## src/hw/rtl/cst_pkg.sv

```systemverilog
// Shared types and codes for the capability set table.
// Used by cst_mem, cst_alu, capability_set_table and the testbench; depends on nothing.
package cst_pkg;

  localparam int TASKS_DEF = 64;
  localparam int SETS      = 3;
  localparam int WORD_W    = 64;
  localparam int TASK_W    = 7;
  localparam int CAP_W     = 7;

  // Operation codes.
  localparam logic [2:0] KIND_WRITE     = 3'd0;
  localparam logic [2:0] KIND_READ      = 3'd1;
  localparam logic [2:0] KIND_TEST      = 3'd2;
  localparam logic [2:0] KIND_EXEC      = 3'd3;
  localparam logic [2:0] KIND_NARROW    = 3'd4;
  localparam logic [2:0] KIND_READ_BND  = 3'd5;

  // Set select codes.
  localparam logic [1:0] SEL_EFFECTIVE   = 2'd0;
  localparam logic [1:0] SEL_PERMITTED   = 2'd1;
  localparam logic [1:0] SEL_INHERITABLE = 2'd2;
  localparam logic [1:0] SEL_INVALID     = 2'd3;

  // One table row holds all three words of one task.
  typedef struct packed {
    logic [WORD_W-1:0] eff;
    logic [WORD_W-1:0] perm;
    logic [WORD_W-1:0] inh;
  } row_t;

  localparam row_t RESET_ROW = '{eff: '0, perm: '1, inh: '0};

  typedef struct packed {
    logic [2:0]        kind;
    logic [TASK_W-1:0] task_req;
    logic [1:0]        set_select;
    logic [CAP_W-1:0]  cap_index;
    logic [WORD_W-1:0] mask_value;
    logic [WORD_W-1:0] file_permitted;
    logic [WORD_W-1:0] file_inheritable;
  } req_t;

  typedef struct packed {
    logic              status;
    logic [WORD_W-1:0] read_value;
    logic              bit_held;
  } res_t;

endpackage

```

## src/hw/rtl/cst_alu.sv

```systemverilog
// Operation logic: decodes one item against its fetched row and the bound,
// producing the write-back row, the next bound and the result. Depends on cst_pkg.
module cst_alu #(
  parameter int Tasks = cst_pkg::TASKS_DEF
) (
  input  cst_pkg::req_t                 req_i,
  input  cst_pkg::row_t                 rd_row_i,
  input  logic [cst_pkg::WORD_W-1:0]    bound_i,
  output logic                          wr_en_o,
  output cst_pkg::row_t                 wr_row_o,
  output logic [cst_pkg::WORD_W-1:0]    bound_d_o,
  output cst_pkg::res_t                 res_o
);
  import cst_pkg::*;

  logic              task_ok;
  logic              set_ok;
  logic [WORD_W-1:0] word;
  logic [WORD_W-1:0] exec_word;

  assign task_ok   = 32'(req_i.task_req) < 32'(Tasks);
  assign set_ok    = req_i.set_select != SEL_INVALID;
  assign exec_word = (rd_row_i.inh & req_i.file_permitted)
                   | (req_i.file_inheritable & bound_i);

  always_comb begin
    unique case (req_i.set_select)
      SEL_EFFECTIVE:   word = rd_row_i.eff;
      SEL_PERMITTED:   word = rd_row_i.perm;
      SEL_INHERITABLE: word = rd_row_i.inh;
      default:         word = '0;
    endcase
  end

  always_comb begin
    wr_en_o   = 1'b0;
    wr_row_o  = rd_row_i;
    bound_d_o = bound_i;
    res_o     = '0;
    unique case (req_i.kind)
      KIND_WRITE: begin
        if (task_ok && set_ok) begin
          wr_en_o = 1'b1;
          unique case (req_i.set_select)
            SEL_EFFECTIVE:   wr_row_o.eff  = req_i.mask_value;
            SEL_PERMITTED:   wr_row_o.perm = req_i.mask_value & bound_i;
            default:         wr_row_o.inh  = req_i.mask_value;
          endcase
        end else begin
          res_o.status = 1'b1;
        end
      end
      KIND_READ: begin
        if (task_ok && set_ok) begin
          res_o.read_value = word;
        end
      end
      KIND_TEST: begin
        if (task_ok && set_ok && !req_i.cap_index[CAP_W-1]) begin
          res_o.bit_held = word[req_i.cap_index[CAP_W-2:0]];
        end
      end
      KIND_EXEC: begin
        if (task_ok) begin
          wr_en_o       = 1'b1;
          wr_row_o.perm = exec_word;
          wr_row_o.eff  = exec_word;
        end else begin
          res_o.status = 1'b1;
        end
      end
      KIND_NARROW:   bound_d_o = bound_i & req_i.mask_value;
      KIND_READ_BND: res_o.read_value = bound_i;
      default: ;
    endcase
  end

endmodule

```

## config.mk

```make
export PLATFORM = sky130hd
export DESIGN_NAME = cst_alu
export DESIGN_NICKNAME = d
export VERILOG_FILES = /design/src/hw/rtl/cst_pkg.sv /design/src/hw/rtl/cst_alu.sv
export SDC_FILE = /design/constraint.sdc
export NUM_CORES = 1
export LEC_CHECK = 0
export BUFFER_PORTS_ARGS = -buffer_cell sky130_fd_sc_hd__buf_2
export CAP_MARGIN = 20
export CORE_AREA = 2 2 310 312
export DETAILED_ROUTE_END_ITERATION = 16
export DIE_AREA = 0 0 312 314
export PLACE_DENSITY = 0.33
export SYNTH_ARGS = -nofsm -noshare
export SYNTH_HDL_FRONTEND = slang
export SYNTH_SLANG_ARGS = --single-unit
```

## constraint.sdc

```tcl
create_clock -name vclk -period 10.5
set_input_delay 3.15 -clock vclk [all_inputs]
set_output_delay 3.15 -clock vclk [all_outputs]
set_load 0.05 [all_outputs]
```

==> results of run 1 <==
[layout make-up]
class                      instances  area, sq um  area share
antenna                            9         22.5     0.00170
tap                             1265         1580       0.120
inverter                          10         40.0     0.00302
timing repair buffer             826         4280       0.323
multi-input combinational       1042         7310       0.552
[layer usage]
| metal | track usage | wire length (um) | vias to the layer above |
|---|---|---|---|
| met5 | 0 | 56 | - |
| met4 | 0.0326 | 1930 | 10 |
| met3 | 0.0333 | 5700 | 103 |
| met2 | 0.304 | 44000 | 704 |
| met1 | 0.220 | 38900 | 6592 |
| li1 | - | - | 6034 |
[path summary, 6_finish.rpt]
kind                        start             to  slack [ps]  cells past startpoint
worst min-delay path  bound_i[30]  bound_d_o[30]        6720                      3
worst max-delay path   req_i[200]       res_o[0]        1220                      9
[critical path, cell delays in order]
cell	delay, ps
buf_4	330
and2b_2	690
buf_4	350
a22oi_1	130
mux4_2	520
a211oi_1	230
o41ai_1	140
a211oi_1	180
buf_2	360
[cell families after synthesis]
| kind of cell | Yosys count | synth area share |
|---|---|---|
| simple gates | 303 | 0.168 |
| buf+inv | 119 | 0.0721 |
| compound gates | 548 | 0.489 |
| mux | 191 | 0.270 |
[metrics by stage]
stage                     total power [W]  instances  setup WS [ps]
after floorplan                  0.000521       1161           1690
after global placement           0.000900       3143           1190
after detailed placement         0.000898       3143           1160
after CTS                        0.000901       3143           1150
after global routing             0.000938       3148           1030
final                            0.000894       3152           1220
[placed cells by master (no fill, tap or decap), drive strengths merged, types with 2 or more instances in the layout]
cell,netlist,layout
or3,4,4
diode,0,9
a2111oi,2,2
a221oi,6,6
o211ai,15,15
a31oi,4,4
a221o,70,70
o2111ai,2,2
nand2,192,192
and2,3,3
a21oi,11,11
mux2,95,95
o21ai,222,222
nor3b,2,2
o2bb2ai,6,6
inv,9,9
o211a,2,2
nand3b,10,10
a22o,30,30
nor2,48,48
mux4,6,6
a32oi,25,25
nand2b,7,7
buf,44,826
o21a,64,64
o22ai,4,4
nor2b,4,4
nor3,13,13
o41ai,2,2
o221ai,4,4
a22oi,66,66
and3b,3,3
a211oi,7,7
nand3,12,12
mux2i,90,90
a311oi,2,2
[report_power, final]
group | switching, W | internal [W] | total [W]
Combinational | 0.000653 | 0.000241 | 0.000894
Clock | 0 | 0.000000000102 | 0.000000000102
Sequential | 0 | 0 | 0
==> flow_metrics.py, run 1 <==
metrics = {
    "die": {
        "die_h_um": 314,
        "core_sq_um": 94400,
        "boundaryPins": 790,
        "dieArea_sq_um": 98000,
        "fp-row-count": 113,
        "die_w_um": 312,
        "initial_core_util": 0.0825,
    },
    "synth": {
        "ys_seq_area_frac": 0,
        "ys_types": 57,
        "yosysWarnings": 0,
        "synth_commonest_cells": "o21ai_0 (221), nand2_1 (192), mux2_2 (90), mux2i_1 (90), a221o_1 (70)",
        "synthTopCellsByArea": "o21ai_0 (14%), mux2_2 (13%), mux2i_1 (12%)",
        "synth_area_per_cell_sq_um": 6.71,
        "syn_nets": 1628,
        "yosys.area.top_type": "o21ai_0",
        "synthesis.area_sq_um": 7790,
        "netlist.area_leader.share": 0.142,
        "synth_most_common_cell": "o21ai_0",
        "synth_cells": 1161,
    },
    "cells_and_area": {
        "syn_to_final_growth_pct": 69.9,
        "clock_buffers": 0,
        "seqCellArea_sq_um": 0,
        "design_area_sq_um": 13200,
        "fillers": 11300,
        "fin_nets": 2347,
        "drive_gt1_frac": 0.502,
        "utilization": 0.140,
        "seq_cells": 0,
    },
    "drt": {
        "vias": 13400,
        "vias_per_cell": 4.26,
        "wire_per_inst_um": 28.7,
        "totalWireLength_um": 90600,
        "drtAntennaViolNets": 0,
        "drc": 0,
        "first_pass_iters": 5,
        "drt_iter0_markers": 950,
    },
    "clock_tree": {
        "post_cts_hold_buffer_count": 0,
        "cts_setup_buffers": 0,
        "cts_resized": 0,
    },
    "place": {
        "placed_area_sq_um": 13200,
        "hpwl_um": 73800,
        "routabilityCongestion": 0.934,
        "io_buffers": 784,
    },
    "timing": {
        "hold_viol": 0,
        "drv_slew": 0,
        "min_period_ps": 9280,
        "period_share": 0.884,
        "fmax_mhz": 108,
        "fin_setup_tns_ps": 0,
        "setup_viol": 0,
        "hold_ws_ps": 6720,
        "rsz0062_at_grt": "false",
        "max_slew_margin": 0.308,
        "tightest_slew_ps": 1040,
    },
    "setup_path": {
        "endpoint_kind": "output port",
        "start_kind": "input port",
        "worstSetupPathType": "input port to output port",
        "cp.required_ps": 7350,
        "cp_data_arrival_time_ps": 6130,
        "path_max_fanout": 17,
    },
    "global_route": {
        "grt_pass1_wl_um": 119000,
        "gr-usage-all-layers": 0.173,
        "grt_max_degree": 68,
        "gr-total-overflow": 0,
        "grt_pass1_vias": 13600,
        "antenna_found_initial": 22,
    },
    "power": {
        "leakage_nw": 5.95,
        "powerDensity_nw_per_um2": 67.5,
        "vdd_ir_drop_max_uv": 18.3,
    },
    "status": {
        "status": "completed",
    },
    "run": {
        "maxCapViolations": 0,
    },
    "hold_path": {
        "hold_path.class": "input port to output port",
    },
}
No activity file was read; power rests on OpenSTA's default activity.
==> inputs of run 2 (changes only) <==
--- a/config.mk
+++ b/config.mk
@@ -6,7 +6,7 @@
 export NUM_CORES = 1
 export LEC_CHECK = 0
 export BUFFER_PORTS_ARGS = -buffer_cell sky130_fd_sc_hd__buf_2
-export CAP_MARGIN = 20
+export CAP_MARGIN = 10
 export CORE_AREA = 2 2 310 312
 export DETAILED_ROUTE_END_ITERATION = 16
 export DIE_AREA = 0 0 312 314
==> constraint.sdc (replaced) <==
create_clock -name vclk -period 11.85
set_input_delay 3.555 -clock vclk [all_inputs]
set_output_delay 3.555 -clock vclk [all_outputs]
set_load 0.05 [all_outputs]
==> run 2 against run 1 <==
Against the previous run:
- worst setup slack better by 480 ps
- largest power group unchanged
- sequential share of layout area unchanged
- non-clock buffer count down 8
- worst hold slack better by 810 ps
- largest cell class unchanged
==> flow_metrics.py, run 2 (synthesis results as in run 1) <==
metrics = {
    "timing": {
        "hold_viol": 0,
        "rsz0062_at_grt": "false",
        "max_slew_margin": 0.330,
        "min_period_ps": 10150,
        "tightest_slew_ps": 1010,
        "fin_setup_tns_ps": 0,
        "hold_ws_ps": 7520,
        "setup_viol": 0,
        "period_share": 0.857,
        "drv_slew": 0,
        "fmax_mhz": 98.5,
    },
    "setup_path": {
        "path_max_fanout": 20,
        "cp.required_ps": 8300,
        "worstSetupPathType": "input port to output port",
        "cp_data_arrival_time_ps": 6600,
        "crit_path_frequent_cell": "a22oi_1",
        "crit_cells": 8,
        "endpoint_kind": "output port",
        "cp_cell_sequence": "buf_4 -> and2b_2 -> a22oi_1 -> mux4_2 -> a22oi_1 -> o2111ai_1 -> a211oi_1 -> buf_2",
        "start_kind": "input port",
        "crit_family": "simple AND/OR/NAND/NOR gates",
        "critPathMaxStageDelay_ps": 880,
        "crit_slowest_cell": "and2b_2",
        "path_buf_inv": 2,
    },
    "drt": {
        "totalWireLength_um": 89900,
        "top_layer": "met5",
        "drtAntennaViolNets": 0,
        "wire_per_inst_um": 28.6,
        "route.met3.wl_um": 4990,
        "first_pass_iters": 9,
        "wl_met1_um": 38700,
        "vias_per_cell": 4.25,
        "drc": 0,
        "drt_iter0_markers": 862,
        "met2_length_um": 44000,
        "vias": 13400,
    },
    "status": {
        "status": "completed",
    },
    "cells_and_area": {
        "syn_to_final_growth_pct": 68.9,
        "final_cell_mix": "buf_2 (781), o21ai_0 (221), nand2_1 (192), mux2i_1 (90), mux2_2 (90)",
        "fillers": 11300,
        "clock_buffers": 0,
        "drive_gt1_frac": 0.500,
        "fin_nets": 2339,
        "final_common_cell": "buf_2",
        "seq_cells": 0,
        "seqCellArea_sq_um": 0,
        "design_area_sq_um": 13200,
        "multi_input_area_sq_um": 7310,
    },
    "run": {
        "maxCapViolations": 0,
    },
    "global_route": {
        "grt_pass1_vias": 13600,
        "grt_max_degree": 71,
        "gr-total-overflow": 0,
        "gr-usage-all-layers": 0.172,
        "grt_pass1_wl_um": 119000,
        "antenna_found_initial": 22,
    },
    "clock_tree": {
        "post_cts_hold_buffer_count": 0,
        "cts_resized": 0,
        "cts_setup_buffers": 0,
    },
    "place": {
        "routabilityCongestion": 0.937,
        "placed_area_sq_um": 13100,
        "hpwl_um": 72500,
        "io_buffers": 784,
    },
    "die": {
        "core_sq_um": 94400,
        "fp-row-count": 113,
        "die_w_um": 312,
        "boundaryPins": 790,
        "dieArea_sq_um": 98000,
        "die_h_um": 314,
        "initial_core_util": 0.0825,
    },
    "power": {
        "vdd_ir_drop_max_uv": 17.2,
        "leakage_nw": 5.90,
        "powerDensity_nw_per_um2": 59.7,
    },
    "hold_path": {
        "whs_path_depth": 3,
        "hold_path.class": "input port to output port",
    },
}
==> run 2: cell count changes in the layout (fill, tap and decap cells not counted) <==
cell     change
buf_12       -1
buf_4        -7
diode_2      -1
==> run 2: worst min-delay path, cell delays in order <==
cell and delay, ps:
buf_2 120, o21a_1 90, buf_2 200
==> run 2: final cells by class <==
type / count / area share
repair buffers: 818 / 0.320
well taps: 1265 / 0.120
inverters: 10 / 0.00304
multi-input cells: 1042 / 0.555
diodes: 8 / 0.00152
==> run 2: per-layer routing <==
| layer | up-vias | track usage |
|---|---|---|
| met5 | - | 0 |
| met4 | 10 | 0.0340 |
| met3 | 94 | 0.0261 |
| met2 | 631 | 0.305 |
| met1 | 6617 | 0.221 |
| li1 | 6002 | - |
==> run 2: stage by stage <==
| stage | total power (W) | util | setup slack, ps | cells |
|---|---|---|---|---|
| finish | 0.000786 | 0.139 | 1700 | 3143 |
| global route | 0.000829 | 0.139 | 1610 | 3141 |
| CTS | 0.000797 | 0.139 | 1710 | 3135 |
| detailed placement | 0.000795 | 0.139 | 1710 | 3135 |
| global placement | 0.000796 | 0.139 | 1710 | 3135 |
| floorplan | 0.000462 | - | 2230 | 1161 |
==> run 2: path summary, 6_finish.rpt <==
path	startpoint	to	slack [ps]
max	req_i[199]	res_o[0]	1700
min	bound_i[20]	bound_d_o[20]	7520
==> run 2: where the power goes <==
group          switching (W)         total, W     internal (W)  leakage (nW)
Sequential                 0                0                0             0
Clock                      0  0.0000000000907  0.0000000000907     0.0000507
Combinational       0.000574         0.000786         0.000212          5.90
Total               0.000574         0.000786         0.000212          5.90
==> inputs of run 3 (changes only) <==
==> config.mk (replaced) <==
export PLATFORM = sky130hd
export DESIGN_NAME = cst_alu
export DESIGN_NICKNAME = d
export VERILOG_FILES = /design/src/hw/rtl/cst_pkg.sv /design/src/hw/rtl/cst_alu.sv
export SDC_FILE = /design/constraint.sdc
export NUM_CORES = 1
export LEC_CHECK = 0
export CAP_MARGIN = 10
export CORE_AREA = 2 2 307 309
export DETAILED_ROUTE_END_ITERATION = 16
export DIE_AREA = 0 0 309 311
export DONT_BUFFER_PORTS = 1
export PLACE_DENSITY = 0.3
export SYNTH_ARGS = -nofsm -noshare
export SYNTH_HDL_FRONTEND = slang
export SYNTH_SLANG_ARGS = --single-unit
==> run 3 against run 2 <==
Against the previous run:
- global-route usage shrank 2.9 points
- non-clock buffer count shrank 788
- combinational power down 29%
==> flow_metrics.py, run 3 (synthesis results as in run 1) <==
metrics = {
    "die": {
        "die_w_um": 309,
        "boundaryPins": 790,
        "fp-row-count": 112,
        "core_sq_um": 92800,
        "initial_core_util": 0.0840,
        "dieArea_sq_um": 96100,
        "die_h_um": 311,
    },
    "setup_path": {
        "start_kind": "input port",
        "path_max_fanout": 20,
        "cp.required_ps": 8300,
        "cp_data_arrival_time_ps": 6490,
        "endpoint_kind": "output port",
        "worstSetupPathType": "input port to output port",
        "crit_end": "wr_row_o[98]",
        "startpoint": "req_i[210]",
    },
    "cells_and_area": {
        "drive_gt1_frac": 0.140,
        "seq_cells": 0,
        "stdcell_count": 2340,
        "multi_input_area_sq_um": 7320,
        "utilization": 0.0990,
        "final_common_cell": "nand2_1",
        "syn_to_final_growth_pct": 17.8,
        "final_cell_mix": "nand2_1 (192), o21ai_1 (122), o21ai_0 (98), mux2i_1 (90), mux2_2 (90)",
        "clock_buffers": 0,
        "fillers": 11000,
        "seqCellArea_sq_um": 0,
        "fin_nets": 1551,
    },
    "drt": {
        "vias_per_cell": 4.68,
        "drtAntennaViolNets": 0,
        "wire_per_inst_um": 31.9,
        "first_pass_iters": 6,
        "vias": 10900,
        "totalWireLength_um": 74700,
        "drt_iter0_markers": 1076,
        "drc": 0,
    },
    "timing": {
        "rsz0062_at_grt": "false",
        "drv_slew": 0,
        "worst_slack_ps": 1810,
        "fin_setup_tns_ps": 0,
        "tightest_slew_ps": 1320,
        "setup_viol": 0,
        "min_period_ps": 10040,
        "period_share": 0.848,
        "fmax_mhz": 99.6,
        "max_slew_margin": 0.115,
        "hold_viol": 0,
    },
    "place": {
        "placed_cells": 2335,
        "dpl_worst_slack_ps": 1770,
        "routabilityCongestion": 0.945,
        "hpwl_um": 56400,
        "io_buffers": 0,
    },
    "clock_tree": {
        "cts_setup_buffers": 0,
        "post_cts_hold_buffer_count": 0,
        "cts_resized": 0,
    },
    "power": {
        "leakage_nw": 2.67,
        "power.share.switching": 0.793,
        "finalPower_w": 0.000556,
        "powerDensity_nw_per_um2": 60.6,
        "p_int_w": 0.000115,
        "p_clk_frac": 0,
        "combPwrFrac": 1.000,
        "switching_power_w": 0.000441,
        "vdd_ir_drop_max_uv": 17.9,
        "pwr-share-seq": 0,
    },
    "global_route": {
        "grt_max_degree": 89,
        "grt_pass1_wl_um": 96800,
        "gr-usage-all-layers": 0.144,
        "grt_pass1_vias": 11000,
        "gr-total-overflow": 0,
        "antenna_found_initial": 8,
    },
    "run": {
        "maxCapViolations": 0,
    },
    "status": {
        "status": "completed",
    },
    "hold_path": {
        "hold_path.class": "input port to output port",
    },
}
==> run 3: changes by cell type in the layout (fill, tap and decap cells not counted), sizes merged <==
cell    change
inv         +1
clkinv      -1
buf       -788
diode       -4
==> run 3: how the worst min path moves through the flow <==
stage	start	endpoint	cells past startpoint
detailed placement	bound_i[63]	bound_d_o[63]	1
floorplan	bound_i[0]	bound_d_o[0]	1
global route	bound_i[31]	bound_d_o[31]	1
finish	bound_i[31]	bound_d_o[31]	1
global placement	bound_i[31]	bound_d_o[31]	1
CTS	bound_i[18]	bound_d_o[18]	1
==> run 3: power groups by stage <==
stage,logic (W),clock network [W],registers [W]
floorplan,0.000462,0,0
global placement,0.000559,0,0
detailed placement,0.000560,0,0
CTS,0.000561,0,0
global route,0.000582,0.0000000000113,0
finish,0.000556,0.0000000000491,0
==> run 3: metal layers <==
metal	vias to the layer above	global-route usage	routed length, um
li1	4432	-	-
met1	5423	0.170	29200
met2	887	0.244	35100
met3	201	0.0333	6380
met4	6	0.0648	3960
met5	-	0	41
==> run 3: final cells by class <==
class / count / area share
tap: 1254 / 0.171
inverter: 10 / 0.00436
multi-input combinational: 1042 / 0.798
timing repair buffer: 30 / 0.0262
antenna: 4 / 0.00109
==> run 3: through the flow <==
step                      hold WS [ps]  instance area (sq um)
after floorplan                   7370                   7790
after global placement            7370                   9140
after detailed placement          7370                   9160
after CTS                         7370                   9160
after global routing              7370                   9180
final                             7370                   9180
==> run 3: worst max-delay path, stage by stage <==
cell     delay [ps]
or3_2           790
nor2_4          740
buf_4           460
a32oi_1         170
o21ai_1         690
